--- config.mk ---
export PLATFORM = sky130hd
export DESIGN_NAME = ws2812_pwm_slot_encoder_top
export DESIGN_NICKNAME = d
export VERILOG_FILES = /design/src/rtl/wsenc_pkg.sv /design/src/rtl/wsenc_serializer.sv /design/src/rtl/ws2812_pwm_slot_encoder_top.sv
export SDC_FILE = /design/constraint.sdc
export NUM_CORES = 1
export LEC_CHECK = 0
export ABC_AREA = 1
export CAP_MARGIN = 20
export CORE_ASPECT_RATIO = 0.75
export CORE_MARGIN = 3
export CORE_UTILIZATION = 45
export CTS_BUF_LIST = sky130_fd_sc_hd__clkbuf_8
export DETAILED_ROUTE_END_ITERATION = 10
export DONT_BUFFER_PORTS = 1
export PLACE_DENSITY = 0.71
export SYNTH_ARGS = -nofsm -noshare
export SYNTH_HDL_FRONTEND = slang
export SYNTH_SLANG_ARGS = --single-unit
--- constraint.sdc ---
create_clock -name clk_i -period 6.21 [get_ports clk_i]
set_input_delay 0.3105 -clock clk_i [delete_from_list [all_inputs] [get_ports clk_i]]
set_output_delay 0.3105 -clock clk_i [all_outputs]
set_load 0.03 [all_outputs]
--- src/rtl/wsenc_pkg.sv ---
// Package: shared types, register indexes and the brightness gain table.
`timescale 1ns / 1ps
package wsenc_pkg;

  localparam int unsigned BitsPerPixel = 24;
  localparam int unsigned MaxSlots     = 50;
  localparam int unsigned CntW         = 6;
  localparam int unsigned LevelMin     = 1;
  localparam int unsigned LevelMax     = 44;

  // Register indexes on the configuration port
  typedef enum logic [1:0] {
    REG_BRIGHTNESS = 2'd0,
    REG_ZERO_DUTY  = 2'd1,
    REG_ONE_DUTY   = 2'd2
  } reg_idx_e;

  typedef struct packed {
    logic       op;
    logic [7:0] red;
    logic [7:0] green;
    logic [7:0] blue;
  } pixel_in_t;

  typedef struct packed {
    logic [7:0] duty;
    logic       last;
  } slot_out_t;

  // Word handed from the scaling stages to the serializer
  typedef struct packed {
    logic                    op;
    logic [BitsPerPixel-1:0] word;
  } ser_load_t;

  // tan(k degrees) in Q0.16, k = 0..44
  localparam logic [15:0] GainQ16 [0:LevelMax] = '{
    16'd0,
    16'd1144,  16'd2289,  16'd3435,  16'd4583,  16'd5734,
    16'd6888,  16'd8047,  16'd9210,  16'd10380, 16'd11556,
    16'd12739, 16'd13930, 16'd15130, 16'd16340, 16'd17560,
    16'd18792, 16'd20036, 16'd21294, 16'd22566, 16'd23853,
    16'd25157, 16'd26478, 16'd27818, 16'd29179, 16'd30560,
    16'd31964, 16'd33392, 16'd34846, 16'd36327, 16'd37837,
    16'd39378, 16'd40951, 16'd42560, 16'd44205, 16'd45889,
    16'd47615, 16'd49385, 16'd51202, 16'd53070, 16'd54991,
    16'd56970, 16'd59009, 16'd61113, 16'd63287
  };

  // Clamp the level to 1..44 and look up its gain
  function automatic logic [15:0] gain_lookup(input logic [5:0] level);
    logic [5:0] lvl;
    lvl = level;
    if (lvl < 6'(LevelMin)) lvl = 6'(LevelMin);
    if (lvl > 6'(LevelMax)) lvl = 6'(LevelMax);
    return GainQ16[lvl];
  endfunction

endpackage

--- src/rtl/wsenc_serializer.sv ---
// Slot serializer: turns one color word or frame end into a run of duty slots.
`timescale 1ns / 1ps
module wsenc_serializer #(
  parameter int unsigned RstSlots = 50
) (
  input  logic                 clk_i,
  input  logic                 rst_ni,
  input  logic                 load_valid_i,
  input  wsenc_pkg::ser_load_t load_i,
  output logic                 load_ready_o,
  input  logic [7:0]           zero_duty_i,
  input  logic [7:0]           one_duty_i,
  output logic                 out_valid_o,
  input  logic                 out_stall_i,
  output wsenc_pkg::slot_out_t out_data_o
);

  localparam int unsigned W = wsenc_pkg::BitsPerPixel;

  logic                        ser_v_q, ser_v_d;
  logic                        ser_op_q, ser_op_d;
  logic [W-1:0]                word_q, word_d;
  logic [wsenc_pkg::CntW-1:0]  cnt_q, cnt_d;
  logic                        out_v_q, out_v_d;
  wsenc_pkg::slot_out_t        out_q, out_d;

  logic out_free, emit, emit_last, take;

  assign out_free  = !out_v_q || !out_stall_i;
  assign emit      = ser_v_q && out_free;
  assign emit_last = (cnt_q == wsenc_pkg::CntW'(1));
  assign take      = !ser_v_q || (emit && emit_last);
  assign load_ready_o = take;

  // Shift one slot out per cycle while the output is not stalled, reload on the final slot
  always_comb begin
    ser_v_d  = ser_v_q;
    ser_op_d = ser_op_q;
    word_d   = word_q;
    cnt_d    = cnt_q;
    out_v_d  = out_v_q;
    out_d    = out_q;
    if (out_free) begin
      out_v_d = emit;
    end
    if (emit) begin
      out_d.duty = ser_op_q ? 8'd0 : (word_q[W-1] ? one_duty_i : zero_duty_i);
      out_d.last = emit_last;
      word_d     = {word_q[W-2:0], 1'b0};
      cnt_d      = cnt_q - wsenc_pkg::CntW'(1);
      if (emit_last) ser_v_d = 1'b0;
    end
    if (take && load_valid_i) begin
      ser_v_d  = 1'b1;
      ser_op_d = load_i.op;
      word_d   = load_i.word;
      cnt_d    = load_i.op ? wsenc_pkg::CntW'(RstSlots) : wsenc_pkg::CntW'(W);
    end
  end

  always_ff @(posedge clk_i or negedge rst_ni) begin
    if (!rst_ni) begin
      ser_v_q <= 1'b0;
      out_v_q <= 1'b0;
      cnt_q   <= '0;
    end else begin
      ser_v_q <= ser_v_d;
      out_v_q <= out_v_d;
      cnt_q   <= cnt_d;
    end
  end

  always_ff @(posedge clk_i) begin
    ser_op_q <= ser_op_d;
    word_q   <= word_d;
    out_q    <= out_d;
  end

  assign out_valid_o = out_v_q;
  assign out_data_o  = out_q;

endmodule

--- src/rtl/ws2812_pwm_slot_encoder_top.sv ---
// Top level: configuration registers, gain lookup and scaling stages, serializer.
//
//  channel | direction | handshake             | payload
//  --------+-----------+-----------------------+-------------------------------
//  in      | in        | in_valid_i/in_stall_o | pixel_in_t: op, red, green, blue
//  out     | out       | out_valid_o/out_stall_i| slot_out_t: duty, last
//  cfg     | in        | cfg_valid_i/cfg_ready_o| cfg_index_i, cfg_data_i
//
// A pixel gives 24 slots at the output, an end-of-frame item min(RESET_SLOTS, 50);
// the serializer emits one slot per cycle while the output is not stalled. An item
// passes the gain stage, which loads at the accepting edge, then the scaling stage
// and the serializer; its first slot is then taken from the output register.
// Reset clears all valid bits and loads brightness 20, duties 22 and 44.
// A stall on the output backs up stage by stage; nothing is dropped or repeated.
`timescale 1ns / 1ps
module ws2812_pwm_slot_encoder_top #(
  parameter int unsigned RESET_SLOTS = 50
) (
  input  logic                 clk_i,
  input  logic                 rst_ni,
  input  logic                 in_valid_i,
  output logic                 in_stall_o,
  input  wsenc_pkg::pixel_in_t in_data_i,
  output logic                 out_valid_o,
  input  logic                 out_stall_i,
  output wsenc_pkg::slot_out_t out_data_o,
  input  logic                 cfg_valid_i,
  output logic                 cfg_ready_o,
  input  logic [1:0]           cfg_index_i,
  input  logic [7:0]           cfg_data_i
);

  localparam int unsigned RstSlots =
    (RESET_SLOTS > wsenc_pkg::MaxSlots) ? wsenc_pkg::MaxSlots : RESET_SLOTS;

  // Configuration registers
  logic [5:0] bright_q;
  logic [7:0] zero_duty_q, one_duty_q;

  assign cfg_ready_o = 1'b1;

  always_ff @(posedge clk_i or negedge rst_ni) begin
    if (!rst_ni) begin
      bright_q    <= 6'd20;
      zero_duty_q <= 8'd22;
      one_duty_q  <= 8'd44;
    end else if (cfg_valid_i && cfg_ready_o) begin
      unique case (cfg_index_i)
        wsenc_pkg::REG_BRIGHTNESS: bright_q    <= cfg_data_i[5:0];
        wsenc_pkg::REG_ZERO_DUTY:  zero_duty_q <= cfg_data_i;
        wsenc_pkg::REG_ONE_DUTY:   one_duty_q  <= cfg_data_i;
        default: ;
      endcase
    end
  end

  // Pipeline control
  logic s1_v_q, s2_v_q;
  logic s1_free, s2_free, ser_ready, in_acc;

  assign s2_free    = !s2_v_q || ser_ready;
  assign s1_free    = !s1_v_q || s2_free;
  assign in_stall_o = !s1_free;
  assign in_acc     = in_valid_i && !in_stall_o;

  // Stage 1: capture the item and its gain
  wsenc_pkg::pixel_in_t s1_pix_q;
  logic [15:0]          s1_gain_q;

  always_ff @(posedge clk_i or negedge rst_ni) begin
    if (!rst_ni) begin
      s1_v_q <= 1'b0;
    end else if (s1_free) begin
      s1_v_q <= in_acc;
    end
  end

  always_ff @(posedge clk_i) begin
    if (in_acc) begin
      s1_pix_q  <= in_data_i;
      s1_gain_q <= wsenc_pkg::gain_lookup(bright_q);
    end
  end

  // Stage 2: scale each channel, keep the integer part, order as G, R, B
  logic [23:0]          prod_r, prod_g, prod_b;
  wsenc_pkg::ser_load_t s2_q;

  assign prod_r = 24'(s1_pix_q.red)   * 24'(s1_gain_q);
  assign prod_g = 24'(s1_pix_q.green) * 24'(s1_gain_q);
  assign prod_b = 24'(s1_pix_q.blue)  * 24'(s1_gain_q);

  always_ff @(posedge clk_i or negedge rst_ni) begin
    if (!rst_ni) begin
      s2_v_q <= 1'b0;
    end else if (s2_free) begin
      s2_v_q <= s1_v_q;
    end
  end

  always_ff @(posedge clk_i) begin
    if (s2_free && s1_v_q) begin
      s2_q.op   <= s1_pix_q.op;
      s2_q.word <= {prod_g[23:16], prod_r[23:16], prod_b[23:16]};
    end
  end

  // Stage 3 and output register
  wsenc_serializer #(
    .RstSlots(RstSlots)
  ) u_ser (
    .clk_i        (clk_i),
    .rst_ni       (rst_ni),
    .load_valid_i (s2_v_q),
    .load_i       (s2_q),
    .load_ready_o (ser_ready),
    .zero_duty_i  (zero_duty_q),
    .one_duty_i   (one_duty_q),
    .out_valid_o  (out_valid_o),
    .out_stall_i  (out_stall_i),
    .out_data_o   (out_data_o)
  );

endmodule

# After elaboration in Yosys (flattened, before gate mapping)
# Memories as Yosys holds them, arrays and structs flattened. A register that Yosys moved wholly into a read port is not among the register bits.
# Cells that the tools add are included.
# W data, S select, Z words.
[word_totals]
input_bits = 40
output_inout_bits = 12
register_bits = 116
elab_cells = 64
mem_count = 1
rom_bits = 1024
[memory_table]
columns = ["name", "words", "width", "read_ports", "rd_ports_with_merged_regs", "wr", "line", "text"]
rows = [
  ["(name not given)", 64, 16, 1, 1, 0, "wsenc_pkg.sv:56", "return GainQ16[lvl];"],
]
[op_classes]
magnitude_cmp = 2
n_mux = 13
add_sub_neg = 1
n_reduce_logical = 22
n_mul = 3
n_bitwise = 1
n_eq_ne = 3
[op_table]
columns = ["cell", "count"]
rows = [
  ["$mul A8 B16 Y24", 3],
  ["$mux W24", 2],
  ["$mux W6", 7],
  ["$mux W8", 1],
  ["$reduce_and A2 Y1", 4],
  ["$not A6 Y7", 1],
  ["$eq A6 B1 Y1 const B", 1],
  ["$gt A6 B6 Y1 const B", 1],
  ["$logic_not A1 Y1", 6],
  ["$lt A6 B1 Y1 const B", 1],
  ["$sub A6 B1 Y6 const B", 1],
  ["$logic_and A1 B1 Y1", 5],
  ["$logic_or A1 B1 Y1", 4],
  ["$reduce_bool A2 Y1", 2],
  ["$mux W1", 3],
  ["$eq A2 B1 Y1 const B", 1],
  ["$eq A2 B2 Y1 const B", 1],
  ["$logic_not A2 Y1", 1],
]

# Depth between registers and ports, before layout
[logic_depth]
ltp_word = 13
ltp_mapped = 25
depth_no_buf = 23

# Modules after synthesis
# From an unflattened synthesis, not the netlist that was laid out.
[hier_totals]
hier_cells = 2507
area_unflattened_um2 = 18774.3
[modules_own_cells]
columns = ["module", "cells_per_inst", "instances", "area_each_um2", "seq_area_each_um2"]
rows = [
  ["ws2812_pwm_slot_encoder_top", 2308, 1, 16859.9, 2592.5],
  ["wsenc_serializer", 199, 1, 1914.3, 1221.2],
]

# Worst setup path after synthesis
# Ideal clock, no wire load.
[synth_timing]
kind = "register to register"
from = "register s1_pix_q[10] in the netlist's numbering"
to = "register s2_q[22] in the netlist's numbering (data pin)"
setup_ns = 0.253
t_arrival_ns = 4.139
synth_period_minus_slack_ns = 4.392
slack_ns = 1.818
path_stages_with_launch = 18
n_path_buf = 2
required_ns = 5.957
cell_sequence = "edfxtp_1 -> clkbuf_1 -> clkbuf_1 -> nand2_1 -> fa_1 -> fa_1 -> inv_1 -> fa_1 -> inv_1 -> fa_1 -> inv_1 -> ha_1 -> nand2_1 -> nor2_1 -> nand3_1 -> or2_2 -> nand4_1 -> nand2_1"
[synth_between]
elab_chain_len = 1
[synth_rtl]
columns = ["element", "line", "text"]
rows = [
  ["start, declared", "ws2812_pwm_slot_encoder_top.sv:67", "wsenc_pkg::pixel_in_t s1_pix_q;"],
  ["start signal, assigned", "ws2812_pwm_slot_encoder_top.sv:80", "s1_pix_q <= in_data_i;"],
  ["$mul A8 B16 Y24", "ws2812_pwm_slot_encoder_top.sv:90", "assign prod_g = 24'(s1_pix_q.green) * 24'(s1_gain_q);"],
  ["named net prod_g[22]", "ws2812_pwm_slot_encoder_top.sv:86", "logic [23:0] prod_r, prod_g, prod_b;"],
  ["end, declared", "ws2812_pwm_slot_encoder_top.sv:87", "wsenc_pkg::ser_load_t s2_q;"],
]
# The timed path passes the listed nets, and every way through them passes these cells.
# A chain may end at the register's enable or synchronous reset.

# Final worst setup path
[layout_timing]
from = "register s1_gain_q[5]"
to = "register s2_q[21] in the netlist's numbering (data pin)"
[layout_between]
elab_chain_len = 1
[layout_rtl]
columns = ["element", "line", "text"]
rows = [
  ["start, declared", "ws2812_pwm_slot_encoder_top.sv:68", "logic [15:0] s1_gain_q;"],
  ["$mul A8 B16 Y24", "ws2812_pwm_slot_encoder_top.sv:90", ""],
  ["named net prod_g[21]", "ws2812_pwm_slot_encoder_top.sv:86", ""],
]
# The timed path passes the listed nets, and every way through them passes these cells.

==> reports/metrics.cfg <==
[final_layout]
drive_gt1_share_pct = 2.619
antenna_cells = 0
nFillCells = 3955
layout_common_cells = 766 x nand2_1, 714 x inv_1, 249 x fa_1, 133 x ha_1, 100 x edfxtp_1
area_growth_pct = 6.910
finalNetCount = 2929
mostFrequentLayoutCell = nand2_1
final_util_pct = 48.96

[job]
max_cap_viol_count = 0

[global_routing]
grt_first_pass_wirelength_um = 78150
grt_pass1_vias = 15510
grt-ovfl-total = 0
grt_max_degree = 42
grt_use_total_pct = 21.73
antenna_found_initial = 0

[cts]
clkSlewWorstSetupHoldPaths_ps = 80
tritoncts = built
cts_hold_buf = 34
postCtsSetupRepairBufs = 0
clk_path_buf_depth = 2
clock_latency_ps = 490
cts_root_buffer = clkbuf_8
htree_levels = 4
cts_sinks = 132
cts_made_buffers = 17
cts_resized = 0

[place]
port_buffers = 0
post-dp-hpwl_um = 36020
gp_congestion = 0.9263

[sta]
fin_skew_ps = 21.26
drv_slew = 0
setup_viol = 0
fmax_mhz = 196.5
maxSlewHeadroom_pct = 18.86
tns_ps = 0
hold_viol_final = 0
rsz0062_at_grt = false
fin_crit_ps = 5089
fin_crit_sh_pct = 81.94
worst_slew_pin_slew_ps = 1217

[die]
dieArea_um2 = 44240
row_count = 64
pin_count = 52
floorplan.initialDensity_pct = 45.80
fp.dieH_um = 182.9
core_um2 = 41000
die_width_um = 241.9

[synth]
synth_edf_count = 100
ys_warn_count = 0
synth_cell_types = 39
async_flop_share_pct = 24.24
syn-num-nets = 2965
syn_area_um2 = 18780
syn_avg_cell_area_um2 = 7.384
synthCells = 2543
ys.flop_type = edfxtp_1
yosysSeqAreaShare_pct = 20.31
synth_seq_cells = 132

[worst_setup_path]
endpoint_kind = flip-flop
cp.arrival_ps = 5320
slowest_delay_ps = 1160
critPathSlowestCell = edfxtp_1
worstPathMaxFanout = 24
crit_required_ps = 6440
path_cells = nand2_1 -> fa_1 -> fa_1 -> inv_1 -> fa_1 -> inv_1 -> fa_1 -> inv_1 -> ha_1 -> nand2_1 -> nor2_1 -> nor2_1 -> nor2_1 -> o21ai_0 -> nand3_1 -> nand2_1 -> nand2_1
crit_type = reg -> reg
reg2regPathDepth = 17
start_kind = flip-flop

[drt]
post_drt_wl_per_cell_um = 15.26
viasPerCell = 5.019
drt-pass1-iter-count = 6
final_antenna_net_count = 0
drtIter0Drc = 1461
num_vias = 15460
wl_um = 47030
drcViolationCount = 0

[outcome]
status = finished clean

[hold_path]
min_path_cells = 2
hold_path.class = in -> reg

==> cell families (layout without fill, tap and decap cells) <==
group / Yosys count / after routing / synth area share (%)
AOI/OAI and AO/OA: 184 / 184 / 5.497
xor gates and xnor gates: 12 / 12 / 0.5597
adders and majority gates: 382 / 382 / 35.41
buffers and inverters: 819 / 796 / 16.64
DFF: 132 / 132 / 20.31
other: 1 / 1 / 0.01997
and+or+nand+nor: 1013 / 1013 / 21.56
==> synth_stat cells, types with 10 or more instances <==
cell,instances,area [um^2]
a21oi_1,63,315.3
clkbuf_1,86,322.8
dfrtp_1,24,600.6
edfxtp_1,100,3003
fa_1,249,4985
ha_1,133,1664
inv_1,715,2684
nand2_1,766,2875
nand3_1,94,470.5
nand4_1,24,150.1
nor2_1,99,371.6
nor3_1,15,75.07
o21ai_0,69,345.3
o21ai_1,10,50.05
o21bai_1,10,75.07
xor2_1,10,87.58
==> metrics by stage <==
step	instances	worst slack, ps	hold slack (ps)	cell area [um^2]
2_1_floorplan	2543	1818	14.91	18780
3_3_place_gp	3007	1343	15.57	19090
3_5_place_dp	3008	1201	15.47	19120
4_1_cts	3074	1201	18.83	19890
5_1_grt	3081	813.6	21.98	20070
6_report	3081	1121	44.31	20070
==> flip-flops by register name, indices dropped and copies added (netlist names) <==
signal and count:
s1_pix_q 25, s2_q 25, u_ser.word_q 24, s1_gain_q 16
u_ser.out_data_o 9, one_duty_q 8, zero_duty_q 8, bright_q 6
u_ser.cnt_q 6, s1_v_q 1, s2_v_q 1, u_ser.out_valid_o 1
u_ser.ser_op_q 1, u_ser.ser_v_q 1
==> layout make-up <==
type                            count  area (um^2)  area share (%)
Timing Repair Buffer               48        608.1           3.029
Inverter                          716         2688           13.39
Clock buffer                       17        234.0           1.166
Clock inverter                     15        186.4          0.9287
Tap cell                          561        701.9           3.497
Sequential cell                   132         3814           19.00
Multi-Input combinational cell   1592        11840           58.99
==> per-layer routing <==
layer  vias up  wire, um  track usage (%)  share of wire, %
li1       7383         -                -                 -
met1      7389     21640            31.11                46
met2       618     20440            33.23                43
met3        73      4009            4.925               8.5
met4         0       933            6.343               2.0
met5         -         0                0                 0
==> critical path, delay by kind of cell, from the launching register on <==
kind	cells	cell delay [ps]
fa+ha+maj	5	2400
buf+inv	3	140
compound gates	1	280
flops	1	1160
simple gates	8	860
==> path summary, 6_finish.rpt <==
path	startpoint	endpoint	slack (ps)
max	s1_gain_q[5]	s2_q[21]	1120
min	cfg_data_i[5]	one_duty_q[5]	40
max reg2reg	s1_gain_q[5]	s2_q[21]	1120
min reg2reg	s1_pix_q[24]	s2_q[24]	440
max in group asynchronous	rst_ni	one_duty_q[5]	5690
min in group asynchronous	rst_ni	u_ser.out_valid_o	250
Power is left out: the tool's default activity adds up to more than one toggle a clock period on the data nets, which glitch-free logic cannot reach.
